[config.mk]
export PLATFORM = sky130hd
export DESIGN_NAME = congestion_rate_reaction_point_top
export DESIGN_NICKNAME = d
export VERILOG_FILES = /design/src/rtl/crrp_pkg.sv /design/src/rtl/crrp_div.sv /design/src/rtl/congestion_rate_reaction_point_top.sv
export SDC_FILE = /design/constraint.sdc
export NUM_CORES = 2
export LEC_CHECK = 0
export BUFFER_PORTS_ARGS = -buffer_cell sky130_fd_sc_hd__buf_2
export CAP_MARGIN = 20
export CORE_ASPECT_RATIO = 0.8
export CORE_MARGIN = 8
export CORE_UTILIZATION = 70
export CTS_BUF_LIST = sky130_fd_sc_hd__clkbuf_4 sky130_fd_sc_hd__clkbuf_8
export CTS_CLUSTER_DIAMETER = 120
export DETAILED_ROUTE_END_ITERATION = 8
export PLACE_DENSITY = 0.9
export SYNTH_ARGS = -nofsm -noshare
export SYNTH_HDL_FRONTEND = slang
export SYNTH_HIERARCHICAL = 1
export SYNTH_SLANG_ARGS = --single-unit
[constraint.sdc]
create_clock -name clock -period 19.4 [get_ports clock]
set_clock_uncertainty 0.1 [all_clocks]
set_input_delay 1.94 -clock clock [delete_from_list [all_inputs] [get_ports clock]]
set_output_delay 1.94 -clock clock [all_outputs]
set_load 0.05 [all_outputs]
[src/rtl/crrp_pkg.sv]
// ----------------------------------------------------------------------------
// crrp_pkg
// Shared widths, event codes and register indexes of the congestion rate
// reaction point.
// ----------------------------------------------------------------------------
package crrp_pkg;

   localparam int RATE_W     = 27;
   localparam int ALPHA_W    = 17;
   localparam int TIME_W     = 48;
   localparam int CNT_W      = 16;
   localparam int GEN_W      = 32;
   localparam int BYTES_W    = 32;
   localparam int CSR_IDX_W  = 3;
   localparam int CSR_DATA_W = 32;

   // 1.0 in Q1.16
   localparam logic [ALPHA_W-1:0] ALPHA_ONE = 17'd65536;

   // event codes on req_func
   localparam logic [1:0] EVT_CNP    = 2'd0;
   localparam logic [1:0] EVT_TIMER  = 2'd1;
   localparam logic [1:0] EVT_BYTES  = 2'd2;
   localparam logic [1:0] EVT_PACKET = 2'd3;

   // configuration register indexes
   localparam logic [CSR_IDX_W-1:0] REG_LINE_RATE   = 3'd0;
   localparam logic [CSR_IDX_W-1:0] REG_ALPHA_GAIN  = 3'd1;
   localparam logic [CSR_IDX_W-1:0] REG_ALPHA_START = 3'd2;
   localparam logic [CSR_IDX_W-1:0] REG_RECOVERY    = 3'd3;
   localparam logic [CSR_IDX_W-1:0] REG_ADD_STEP    = 3'd4;
   localparam logic [CSR_IDX_W-1:0] REG_TIMER_PER   = 3'd5;
   localparam logic [CSR_IDX_W-1:0] REG_BYTE_LIMIT  = 3'd6;

endpackage

[src/rtl/crrp_div.sv]
// ----------------------------------------------------------------------------
// crrp_div
// Restoring divider, one quotient bit per cycle, for the inter-packet gap.
// ----------------------------------------------------------------------------
module crrp_div
   import crrp_pkg::*;
#(
   parameter int DVD_W = 32
) (
   input  logic              clock,
   input  logic              reset,
   input  logic              start,
   input  logic [DVD_W-1:0]  dividend,
   input  logic [RATE_W-1:0] divisor,
   output logic              done,
   output logic [DVD_W-1:0]  quotient
);

   localparam int CNT_BITS = $clog2(DVD_W + 1);

   logic [RATE_W:0]     rem_ff, rem_in;
   logic [DVD_W-1:0]    quo_ff, quo_in;
   logic [CNT_BITS-1:0] cnt_ff, cnt_in;
   logic                busy_ff, busy_in;
   logic                done_ff, done_in;
   logic [RATE_W:0]     rem_sh;
   logic [RATE_W+1:0]   diff;

   always_comb begin
      rem_sh  = {rem_ff[RATE_W-1:0], quo_ff[DVD_W-1]};
      diff    = {1'b0, rem_sh} - {2'b00, divisor};
      rem_in  = rem_ff;
      quo_in  = quo_ff;
      cnt_in  = cnt_ff;
      busy_in = busy_ff;
      done_in = 1'b0;
      if (start) begin
         rem_in  = '0;
         quo_in  = dividend;
         cnt_in  = CNT_BITS'(DVD_W);
         busy_in = 1'b1;
      end else if (busy_ff) begin
         // remainder stays below the divisor, so the shifted value fits
         if (!diff[RATE_W+1]) begin
            rem_in = diff[RATE_W:0];
            quo_in = {quo_ff[DVD_W-2:0], 1'b1};
         end else begin
            rem_in = rem_sh;
            quo_in = {quo_ff[DVD_W-2:0], 1'b0};
         end
         cnt_in = cnt_ff - 1'b1;
         if (cnt_ff == CNT_BITS'(1)) begin
            busy_in = 1'b0;
            done_in = 1'b1;
         end
      end
   end

   always_ff @(posedge clock) begin
      if (reset) begin
         busy_ff <= 1'b0;
         done_ff <= 1'b0;
         cnt_ff  <= '0;
      end else begin
         busy_ff <= busy_in;
         done_ff <= done_in;
         cnt_ff  <= cnt_in;
      end
      rem_ff <= rem_in;
      quo_ff <= quo_in;
   end

   assign done     = done_ff;
   assign quotient = quo_ff;

endmodule

[src/rtl/congestion_rate_reaction_point_top.sv]
// ----------------------------------------------------------------------------
// congestion_rate_reaction_point_top
// Sender-side congestion rate controller: alpha tracking, rate cut, fast
// recovery, additive increase and inter-packet gap.
// ----------------------------------------------------------------------------
// One event is processed at a time; req_ready is high only while the sequencer
// is idle. A congestion notice runs alpha multiply and write-back, then rate
// multiply and write-back; a timer expiry the alpha steps, then count, target
// and current; a byte-counter expiry count, target and current; a packet send
// waits on the divider, one bit of the gap quotient per cycle; its width DVD_W
// is the bit width of FRAME_BYTES * 8000 * 2^RATE_FRAC_BITS. A single 27x18
// multiplier is shared by the alpha update and the rate cut. Results sit in an
// output register, so a new event is taken while the last result waits; the
// sequencer holds only if a second result is ready before the first is taken.
module congestion_rate_reaction_point_top
   import crrp_pkg::*;
#(
   parameter int FRAME_BYTES    = 1500,
   parameter int RATE_FRAC_BITS = 8
) (
   input  logic                  clock,
   input  logic                  reset,
   input  logic                  req_valid,
   output logic                  req_ready,
   input  logic [1:0]            req_func,
   input  logic [TIME_W-1:0]     req_now_ns,
   output logic                  rsp_valid,
   input  logic                  rsp_ready,
   output logic [RATE_W-1:0]     rsp_rate_now,
   output logic [RATE_W-1:0]     rsp_target_now,
   output logic [ALPHA_W-1:0]    rsp_alpha_now,
   output logic                  rsp_arm_timer,
   output logic [TIME_W-1:0]     rsp_timer_due_ns,
   output logic [GEN_W-1:0]      rsp_timer_generation,
   output logic [TIME_W-1:0]     rsp_packet_due_ns,
   output logic                  rsp_byte_counter_due,
   input  logic                  csr_valid,
   output logic                  csr_ready,
   input  logic [CSR_IDX_W-1:0]  csr_index,
   input  logic [CSR_DATA_W-1:0] csr_data
);

   localparam logic [63:0] DIVIDEND =
      (64'(FRAME_BYTES) * 64'd8000) << RATE_FRAC_BITS;
   localparam int DVD_W = $clog2(DIVIDEND + 64'd1);
   localparam int PROD_W = RATE_W + ALPHA_W + 1;
   localparam logic [ALPHA_W:0]  ALPHA_TWO  = 18'd131072;
   localparam logic [RATE_W-1:0] RATE_FLOOR = RATE_W'(1) << RATE_FRAC_BITS;

   typedef enum logic [3:0] {
      S_IDLE,
      S_ALPHA_MUL,
      S_ALPHA_WB,
      S_RATE_MUL,
      S_RATE_WB,
      S_COUNT,
      S_TARGET,
      S_CURRENT,
      S_DIV_GO,
      S_DIV_WAIT,
      S_DONE
   } state_type;

   state_type            state_ff, state_in;
   logic [1:0]           func_ff, func_in;
   logic [TIME_W-1:0]    now_ff, now_in;
   logic [RATE_W-1:0]    line_ff, line_in;
   logic [ALPHA_W-1:0]   gain_ff, gain_in;
   logic [CNT_W-1:0]     k_ff, k_in;
   logic [RATE_W-1:0]    step_ff, step_in;
   logic [31:0]          period_ff, period_in;
   logic [BYTES_W-1:0]   blimit_ff, blimit_in;
   logic [RATE_W-1:0]    cur_ff, cur_in;
   logic [RATE_W-1:0]    tgt_ff, tgt_in;
   logic [ALPHA_W-1:0]   alpha_ff, alpha_in;
   logic [CNT_W-1:0]     tcnt_ff, tcnt_in;
   logic [CNT_W-1:0]     bcnt_ff, bcnt_in;
   logic [BYTES_W-1:0]   bytes_ff, bytes_in;
   logic [GEN_W-1:0]     gen_ff, gen_in;
   logic [PROD_W-1:0]    prod_ff, prod_in;
   logic                 arm_ff, arm_in;
   logic                 bdue_ff, bdue_in;

   logic                 rsp_valid_ff, rsp_valid_in;
   logic [RATE_W-1:0]    rsp_rate_ff, rsp_rate_in;
   logic [RATE_W-1:0]    rsp_target_ff, rsp_target_in;
   logic [ALPHA_W-1:0]   rsp_alpha_ff, rsp_alpha_in;
   logic                 rsp_arm_ff, rsp_arm_in;
   logic [TIME_W-1:0]    rsp_tdue_ff, rsp_tdue_in;
   logic [GEN_W-1:0]     rsp_gen_ff, rsp_gen_in;
   logic [TIME_W-1:0]    rsp_pdue_ff, rsp_pdue_in;
   logic                 rsp_bdue_ff, rsp_bdue_in;

   logic [ALPHA_W-1:0]   gain_eff;
   logic [ALPHA_W-1:0]   astart_clamped;
   logic [RATE_W-1:0]    mul_a;
   logic [ALPHA_W:0]     mul_b;
   logic [RATE_W-1:0]    cut_rate;
   logic [RATE_W:0]      tgt_sum;
   logic [RATE_W:0]      cur_sum;
   logic [RATE_W-1:0]    cur_avg;
   logic [BYTES_W:0]     bytes_sum;
   logic [BYTES_W-1:0]   bytes_sat;
   logic [CNT_W-1:0]     cnt_max;
   logic                 div_start;
   logic                 div_done;
   logic [DVD_W-1:0]     div_quo;
   logic [RATE_W-1:0]    div_divisor;

   crrp_div #(
      .DVD_W (DVD_W)
   ) u_div (
      .clock    (clock),
      .reset    (reset),
      .start    (div_start),
      .dividend (DVD_W'(DIVIDEND)),
      .divisor  (div_divisor),
      .done     (div_done),
      .quotient (div_quo)
   );

   assign div_start   = (state_ff == S_DIV_GO);
   assign div_divisor = (cur_ff == '0) ? RATE_W'(1) : cur_ff;

   always_comb begin
      gain_eff       = (gain_ff > ALPHA_ONE) ? ALPHA_ONE : gain_ff;
      astart_clamped = (csr_data[ALPHA_W-1:0] > ALPHA_ONE) ? ALPHA_ONE
                                                           : csr_data[ALPHA_W-1:0];
      // shared multiplier operands
      if (state_ff == S_RATE_MUL) begin
         mul_a = cur_ff;
         mul_b = ALPHA_TWO - {1'b0, alpha_ff};
      end else begin
         mul_a = RATE_W'(alpha_ff);
         mul_b = {1'b0, ALPHA_ONE - gain_eff};
      end
      cut_rate  = prod_ff[ALPHA_W+RATE_W-1:ALPHA_W];
      tgt_sum   = {1'b0, tgt_ff} + {1'b0, step_ff};
      cur_sum   = {1'b0, cur_ff} + {1'b0, tgt_ff};
      cur_avg   = cur_sum[RATE_W:1];
      bytes_sum = {1'b0, bytes_ff} + (BYTES_W + 1)'(FRAME_BYTES);
      bytes_sat = bytes_sum[BYTES_W] ? '1 : bytes_sum[BYTES_W-1:0];
      cnt_max   = (tcnt_ff > bcnt_ff) ? tcnt_ff : bcnt_ff;
   end

   always_comb begin
      state_in      = state_ff;
      func_in       = func_ff;
      now_in        = now_ff;
      line_in       = line_ff;
      gain_in       = gain_ff;
      k_in          = k_ff;
      step_in       = step_ff;
      period_in     = period_ff;
      blimit_in     = blimit_ff;
      cur_in        = cur_ff;
      tgt_in        = tgt_ff;
      alpha_in      = alpha_ff;
      tcnt_in       = tcnt_ff;
      bcnt_in       = bcnt_ff;
      bytes_in      = bytes_ff;
      gen_in        = gen_ff;
      prod_in       = prod_ff;
      arm_in        = arm_ff;
      bdue_in       = bdue_ff;
      rsp_valid_in  = rsp_valid_ff;
      rsp_rate_in   = rsp_rate_ff;
      rsp_target_in = rsp_target_ff;
      rsp_alpha_in  = rsp_alpha_ff;
      rsp_arm_in    = rsp_arm_ff;
      rsp_tdue_in   = rsp_tdue_ff;
      rsp_gen_in    = rsp_gen_ff;
      rsp_pdue_in   = rsp_pdue_ff;
      rsp_bdue_in   = rsp_bdue_ff;

      if (rsp_valid_ff && rsp_ready) begin
         rsp_valid_in = 1'b0;
      end

      case (state_ff)
         S_IDLE: begin
            if (req_valid) begin
               func_in = req_func;
               now_in  = req_now_ns;
               arm_in  = 1'b0;
               bdue_in = 1'b0;
               case (req_func)
                  EVT_CNP:    state_in = S_ALPHA_MUL;
                  EVT_TIMER:  state_in = S_ALPHA_MUL;
                  EVT_BYTES:  state_in = S_COUNT;
                  EVT_PACKET: state_in = S_DIV_GO;
                  default:    state_in = S_IDLE;
               endcase
            end
         end
         S_ALPHA_MUL: begin
            prod_in  = PROD_W'(mul_a * mul_b);
            state_in = S_ALPHA_WB;
         end
         S_ALPHA_WB: begin
            if (func_ff == EVT_CNP) begin
               alpha_in = prod_ff[2*16:16] + gain_eff;
               state_in = S_RATE_MUL;
            end else begin
               alpha_in = prod_ff[2*16:16];
               state_in = S_COUNT;
            end
         end
         S_RATE_MUL: begin
            prod_in  = PROD_W'(mul_a * mul_b);
            state_in = S_RATE_WB;
         end
         S_RATE_WB: begin
            tgt_in   = cur_ff;
            cur_in   = (cut_rate < RATE_FLOOR) ? RATE_FLOOR : cut_rate;
            tcnt_in  = '0;
            bcnt_in  = '0;
            bytes_in = '0;
            gen_in   = gen_ff + 1'b1;
            arm_in   = 1'b1;
            state_in = S_DONE;
         end
         S_COUNT: begin
            if (func_ff == EVT_TIMER) begin
               tcnt_in = (tcnt_ff == '1) ? tcnt_ff : tcnt_ff + 1'b1;
            end else begin
               bcnt_in = (bcnt_ff == '1) ? bcnt_ff : bcnt_ff + 1'b1;
            end
            state_in = S_TARGET;
         end
         S_TARGET: begin
            // additive increase once either counter has reached k
            if (cnt_max >= k_ff) begin
               tgt_in = (tgt_sum > {1'b0, line_ff}) ? line_ff : tgt_sum[RATE_W-1:0];
            end
            state_in = S_CURRENT;
         end
         S_CURRENT: begin
            cur_in   = (cur_avg > line_ff) ? line_ff : cur_avg;
            arm_in   = (func_ff == EVT_TIMER) &&
                       (((cur_avg > line_ff) ? line_ff : cur_avg) < line_ff);
            state_in = S_DONE;
         end
         S_DIV_GO: begin
            if (bytes_sat >= blimit_ff) begin
               bytes_in = '0;
               bdue_in  = 1'b1;
            end else begin
               bytes_in = bytes_sat;
            end
            state_in = S_DIV_WAIT;
         end
         S_DIV_WAIT: begin
            if (div_done) begin
               state_in = S_DONE;
            end
         end
         S_DONE: begin
            if (!rsp_valid_ff || rsp_ready) begin
               rsp_valid_in  = 1'b1;
               rsp_rate_in   = cur_ff;
               rsp_target_in = tgt_ff;
               rsp_alpha_in  = alpha_ff;
               rsp_arm_in    = arm_ff;
               rsp_tdue_in   = arm_ff ? now_ff + TIME_W'(period_ff) : '0;
               rsp_gen_in    = gen_ff;
               rsp_pdue_in   = (func_ff == EVT_PACKET) ? now_ff + TIME_W'(div_quo) : '0;
               rsp_bdue_in   = bdue_ff;
               state_in      = S_IDLE;
            end
         end
         default: state_in = S_IDLE;
      endcase

      if (csr_valid) begin
         case (csr_index)
            REG_LINE_RATE: begin
               line_in = csr_data[RATE_W-1:0];
               cur_in  = csr_data[RATE_W-1:0];
               tgt_in  = csr_data[RATE_W-1:0];
            end
            REG_ALPHA_GAIN:  gain_in   = csr_data[ALPHA_W-1:0];
            REG_ALPHA_START: alpha_in  = astart_clamped;
            REG_RECOVERY:    k_in      = csr_data[CNT_W-1:0];
            REG_ADD_STEP:    step_in   = csr_data[RATE_W-1:0];
            REG_TIMER_PER:   period_in = csr_data;
            REG_BYTE_LIMIT:  blimit_in = csr_data;
            default: ;
         endcase
      end
   end

   always_ff @(posedge clock) begin
      if (reset) begin
         state_ff     <= S_IDLE;
         line_ff      <= 27'd25600000;
         gain_ff      <= 17'd256;
         k_ff         <= 16'd5;
         step_ff      <= 27'd1280;
         period_ff    <= 32'd55000;
         blimit_ff    <= 32'd10485760;
         cur_ff       <= 27'd25600000;
         tgt_ff       <= 27'd25600000;
         alpha_ff     <= ALPHA_ONE;
         tcnt_ff      <= '0;
         bcnt_ff      <= '0;
         bytes_ff     <= '0;
         gen_ff       <= '0;
         arm_ff       <= 1'b0;
         bdue_ff      <= 1'b0;
         rsp_valid_ff <= 1'b0;
      end else begin
         state_ff     <= state_in;
         line_ff      <= line_in;
         gain_ff      <= gain_in;
         k_ff         <= k_in;
         step_ff      <= step_in;
         period_ff    <= period_in;
         blimit_ff    <= blimit_in;
         cur_ff       <= cur_in;
         tgt_ff       <= tgt_in;
         alpha_ff     <= alpha_in;
         tcnt_ff      <= tcnt_in;
         bcnt_ff      <= bcnt_in;
         bytes_ff     <= bytes_in;
         gen_ff       <= gen_in;
         arm_ff       <= arm_in;
         bdue_ff      <= bdue_in;
         rsp_valid_ff <= rsp_valid_in;
      end
      func_ff       <= func_in;
      now_ff        <= now_in;
      prod_ff       <= prod_in;
      rsp_rate_ff   <= rsp_rate_in;
      rsp_target_ff <= rsp_target_in;
      rsp_alpha_ff  <= rsp_alpha_in;
      rsp_arm_ff    <= rsp_arm_in;
      rsp_tdue_ff   <= rsp_tdue_in;
      rsp_gen_ff    <= rsp_gen_in;
      rsp_pdue_ff   <= rsp_pdue_in;
      rsp_bdue_ff   <= rsp_bdue_in;
   end

   assign req_ready            = (state_ff == S_IDLE);
   assign csr_ready            = 1'b1;
   assign rsp_valid            = rsp_valid_ff;
   assign rsp_rate_now         = rsp_rate_ff;
   assign rsp_target_now       = rsp_target_ff;
   assign rsp_alpha_now        = rsp_alpha_ff;
   assign rsp_arm_timer        = rsp_arm_ff;
   assign rsp_timer_due_ns     = rsp_tdue_ff;
   assign rsp_timer_generation = rsp_gen_ff;
   assign rsp_packet_due_ns    = rsp_pdue_ff;
   assign rsp_byte_counter_due = rsp_bdue_ff;

endmodule

==> reports/results.txt <==
Per report_power, the sequential group accounts for 25.6% of the total. Across all register-to-register paths, the minimum setup slack is 9.88 ns. The number of nets still failing antenna checks after routing was 0; the cell area after synthesis was 54,000 sq um. The setup path with the least slack is of type register to register. In the post-synthesis netlist, the biggest area contributors are sky130_fd_sc_hd__edfxtp_1 (17%), sky130_fd_sc_hd__fa_1 (15%), sky130_fd_sc_hd__dfxtp_1 (13%), sky130_fd_sc_hd__ha_1 (9.8%), sky130_fd_sc_hd__nand2_1 (7.1%).

The initial utilization of the core area, before any placement, comes to 70.4%. Total clock buffers created by CTS: 109. The most critical setup path has its endpoint at prod_ff[38]. For this run, the register share of the synthesized area comes to 30.6%. Setup repair after global routing left no endpoint under its margin. Timing would allow up to 105 MHz. Setup slack on the critical path of the routed design comes to 9.88 ns.

The height of the die works out to 264 um. The highest-delay cell along the critical path was sky130_fd_sc_hd__dfxtp_1. The share of total power dissipated in combinational logic is 57.6%. For the worst-skew pair, the clock arrives at the later sink with an insertion delay of 0.78 ns. Summing all multi-input logic gate instances after layout gives 33,900 sq um. In the synthesized netlist, the cells that appear most often are sky130_fd_sc_hd__nand2_1 (1,018), sky130_fd_sc_hd__inv_1 (688), sky130_fd_sc_hd__ha_1 (424). For the reported leakage power, the log shows 26.4 nW. The highest ir drop seen on vdd is 0.000118 V. For this design the ratio of total power to cell area is 137 nW/um^2. The reg-to-reg critical path endpoint is prod_ff[38]. Tracing the worst setup path back leads to its startpoint at gain_ff[16].

The biggest cell delay along the critical path works out to 0.82 ns. The netlist uses 101 different library cells. In this run the power spent charging and discharging nets is 3.77 mW.

The first global-routing pass estimated 264,000 um of wire. Routability-driven placement finished with a final weighted congestion of 1.02. Sort of element at the end of the critical path: a register.

For the worst setup path, the data required time is 19.79 ns. For the number of setup violations in the final report, the log shows 0. The routed layout has 47,900 vias. Number of iterations in the first detailed-routing pass: 9. For this run, design rule violations remaining after detail routing come to 0. By instance count, the cell type seen most on the critical path is sky130_fd_sc_hd__fa_1.

For this run the aggregate overflow at the end of global routing stands at 0. Prior to clock tree synthesis, the placed netlist has a worst setup slack of 10.05 ns. The area of the placeable core was 76,700 sq um. In this run the worst path has a maximum fanout of 22. The die is 327 um wide. The run gives 3 as the clock tree buffer depth. Averaged over all synthesized cells, the footprint is 8.88 sq um. The tools report the number of levels in the clock H-tree as 3. Post-CTS repair changed the size of 0 cells. Post-route worst hold slack: 0.357 ns.

Dividing the detail-routed via count by the number of cells gives 6.44. The area growth from synthesis to layout is 8.97%. The run finished with clean final reports. The placed cell area was 56,400 sq um.

The number of global-route vias before repair is 46,900, and the Yosys warning count is 6. Pin placement for this block handled 294 I/O pins. TritonCTS built the clock tree.

The filler cells instantiated in the layout total 5,227. The number of clock sinks is 671, and the buffer count from post-CTS setup fixing is 0. In the post-synthesis netlist, the cell with the most instances is sky130_fd_sc_hd__nand2_1. The min-delay analysis places its worst path in the category register to register. Startpoint of the worst register-to-register path: gain_ff[16]. The cell sitting at the root of the clock tree is a sky130_fd_sc_hd__clkbuf_8. The tools report the number of hold-slack violations in the final timing report as 0.

At the end of the flow, the number of nets in the layout was 7,216. Worst-case reg-to-reg path depth: 31. Setup total negative slack on the finished layout was measured at 0 ns. STA classifies the critical path startpoint as a register. In the global route stage, overall resource usage came out at 38.6%. Counting every instance in the synthesized netlist gives 6,083. After synthesis, the share of flip-flops with an asynchronous set or reset is 0%. For the pin with the worst max-slew slack, the measured transition is 1.24 ns. The number of hold buffers added after CTS was 0.

The synthesized design contains 311 enable-type register cells. Of the available clock period, the critical path in the final layout requires 49.1%. Synthesis inferred 671 register bits. The initial antenna violation count is 17, and the number of pins with negative max-slew slack in the final report is 0. For this block, the routed nets add up to 173,000 um of wire. Max-cap violations in this run came to 0. The layout cell share with drive strength beyond 1 came out at 11.0%.

After routing the design area is 58,900 sq um. STA puts the critical path data arrival time at 9.91 ns. Detailed placement finished with a half-perimeter wire length of 127,000 um.

Entering global routing, the biggest net connects 100 pins. The sequential cells in the finished layout cover a total of 16,500 sq um. The tools report the number of DRC violations after detailed-routing iteration 0 as 6,198. In the synthesized netlist the dominant register cell turns out to be sky130_fd_sc_hd__dfxtp_1. The floorplan step defined a die boundary enclosing 86,400 sq um. For the total number of placement rows, the log shows 91. The number of cells on the worst hold path is 2. Cell internal power was estimated by the tool at 4.28 mW. The part of the total power dissipated in the clock network was 16.8%; the average routed wire per standard cell was 23.3 um. The remaining max-slew budget at the tightest pin came out at 16.3%. For the finished layout, the period the worst path requires is 9.52 ns. Of the total power, the share spent switching nets is 46.8%.

The portion of synthesized cell area occupied by the leading cell type works out to 17.3%. Port buffering added 292 buffers. Library cell occupying the most area in the post-synthesis netlist: sky130_fd_sc_hd__edfxtp_1. Post-CTS clock slew at the launch and capture registers of the worst setup and hold paths: 0.07 ns.
==> kinds of logic after synthesis <==
| family | share of synthesized area (%) |
|---|---|
| and+or+nand+nor | 16.9 |
| DFF | 30.6 |
| AOI/OAI and AO/OA | 14.1 |
| xor gates and xnor gates | 4.20 |
| buffers and inverters | 6.95 |
| other | 0.0139 |
| adders and majority gates | 24.8 |
| muxes | 2.48 |
==> through the flow <==
step                      util (%)  power (mW)  std cells
after floorplan                  -        5.36       6114
final                         76.7        8.05       7434
after global placement        73.4        6.38       7204
after CTS                     76.6        7.91       7411
after detailed placement      73.4        6.52       7206
after global routing          76.7        8.57       7425
==> routing by layer <==
metal	global-route usage, %	routed length, um
met5	0	60
met4	21.7	11500
met3	11.5	23800
met1	49.6	63100
met2	58.5	74800
==> flip-flops by register name (all words and copies together), names as in the netlist, 28 cells and up <==
signal / count
rsp_packet_due_ns: 48
prod_ff: 28
now_ff: 48
rsp_timer_due_ns: 48
blimit_ff: 32
bytes_ff: 32
u_div/quotient: 32
period_ff: 32
rsp_timer_generation: 32
gen_ff: 32
==> power by group through the flow <==
stage	Clock (mW)	Sequential (mW)	Combinational, mW
6_report	1.35	2.06	4.64
3_5_place_dp	0	2.07	4.45
3_3_place_gp	0	2.07	4.31
4_1_cts	1.36	2.05	4.50
2_1_floorplan	0	2.01	3.35
5_1_grt	1.41	2.07	5.09
==> cell type report <==
type                       count  share of cell area [%]
sequential                   671                    28.1
timing repair buffer         370                    3.55
clock buffer                 149                    3.24
antenna                       18                  0.0765
tap                         1023                    2.17
clock inverter                56                   0.816
multi-input combinational   4458                    57.6
inverter                     689                    4.39
==> placed cells by master (no fill, tap or decap), drive strengths merged, types with 44 or more instances in the layout <==
master / n
nand2: 1018
inv: 693
ha: 424
nor2: 420
a21oi: 420
fa: 403
buf: 370
dfxtp: 360
edfxtp: 311
o21ai: 207
clkbuf: 149
xnor2: 141
a21o: 125
xor2: 118
nand3: 116
nor3: 87
mux2: 78
and3: 66
and2: 62
nor2b: 55
o21a: 55
nand4: 53
a221oi: 51
nand2b: 46
mux2i: 46
clkinv: 44
==> critical path, delay by kind of cell, from the launching register on <==
kind	cells	cell delay (ns)
adder cells (fa/ha/maj)	8	3.80
AO/OA/AOI/OAI	8	2.09
AND/OR/NAND/NOR	8	1.55
flip-flops	1	0.82
buffers and inverters	6	0.75
XOR/XNOR	1	0.14
==> how the worst min path moves through the flow <==
stage | from | endpoint | slack [ns]
floorplan | alpha_ff[10] | rsp_alpha_now[10] | 0.31
global placement | line_ff[19] | line_ff[19] | 0.34
detailed placement | line_ff[19] | line_ff[19] | 0.35
CTS | line_ff[19] | line_ff[19] | 0.35
global route | k_ff[10] | k_ff[10] | 0.37
finish | blimit_ff[12] | blimit_ff[12] | 0.36
Power figures use the tool's default switching activity.
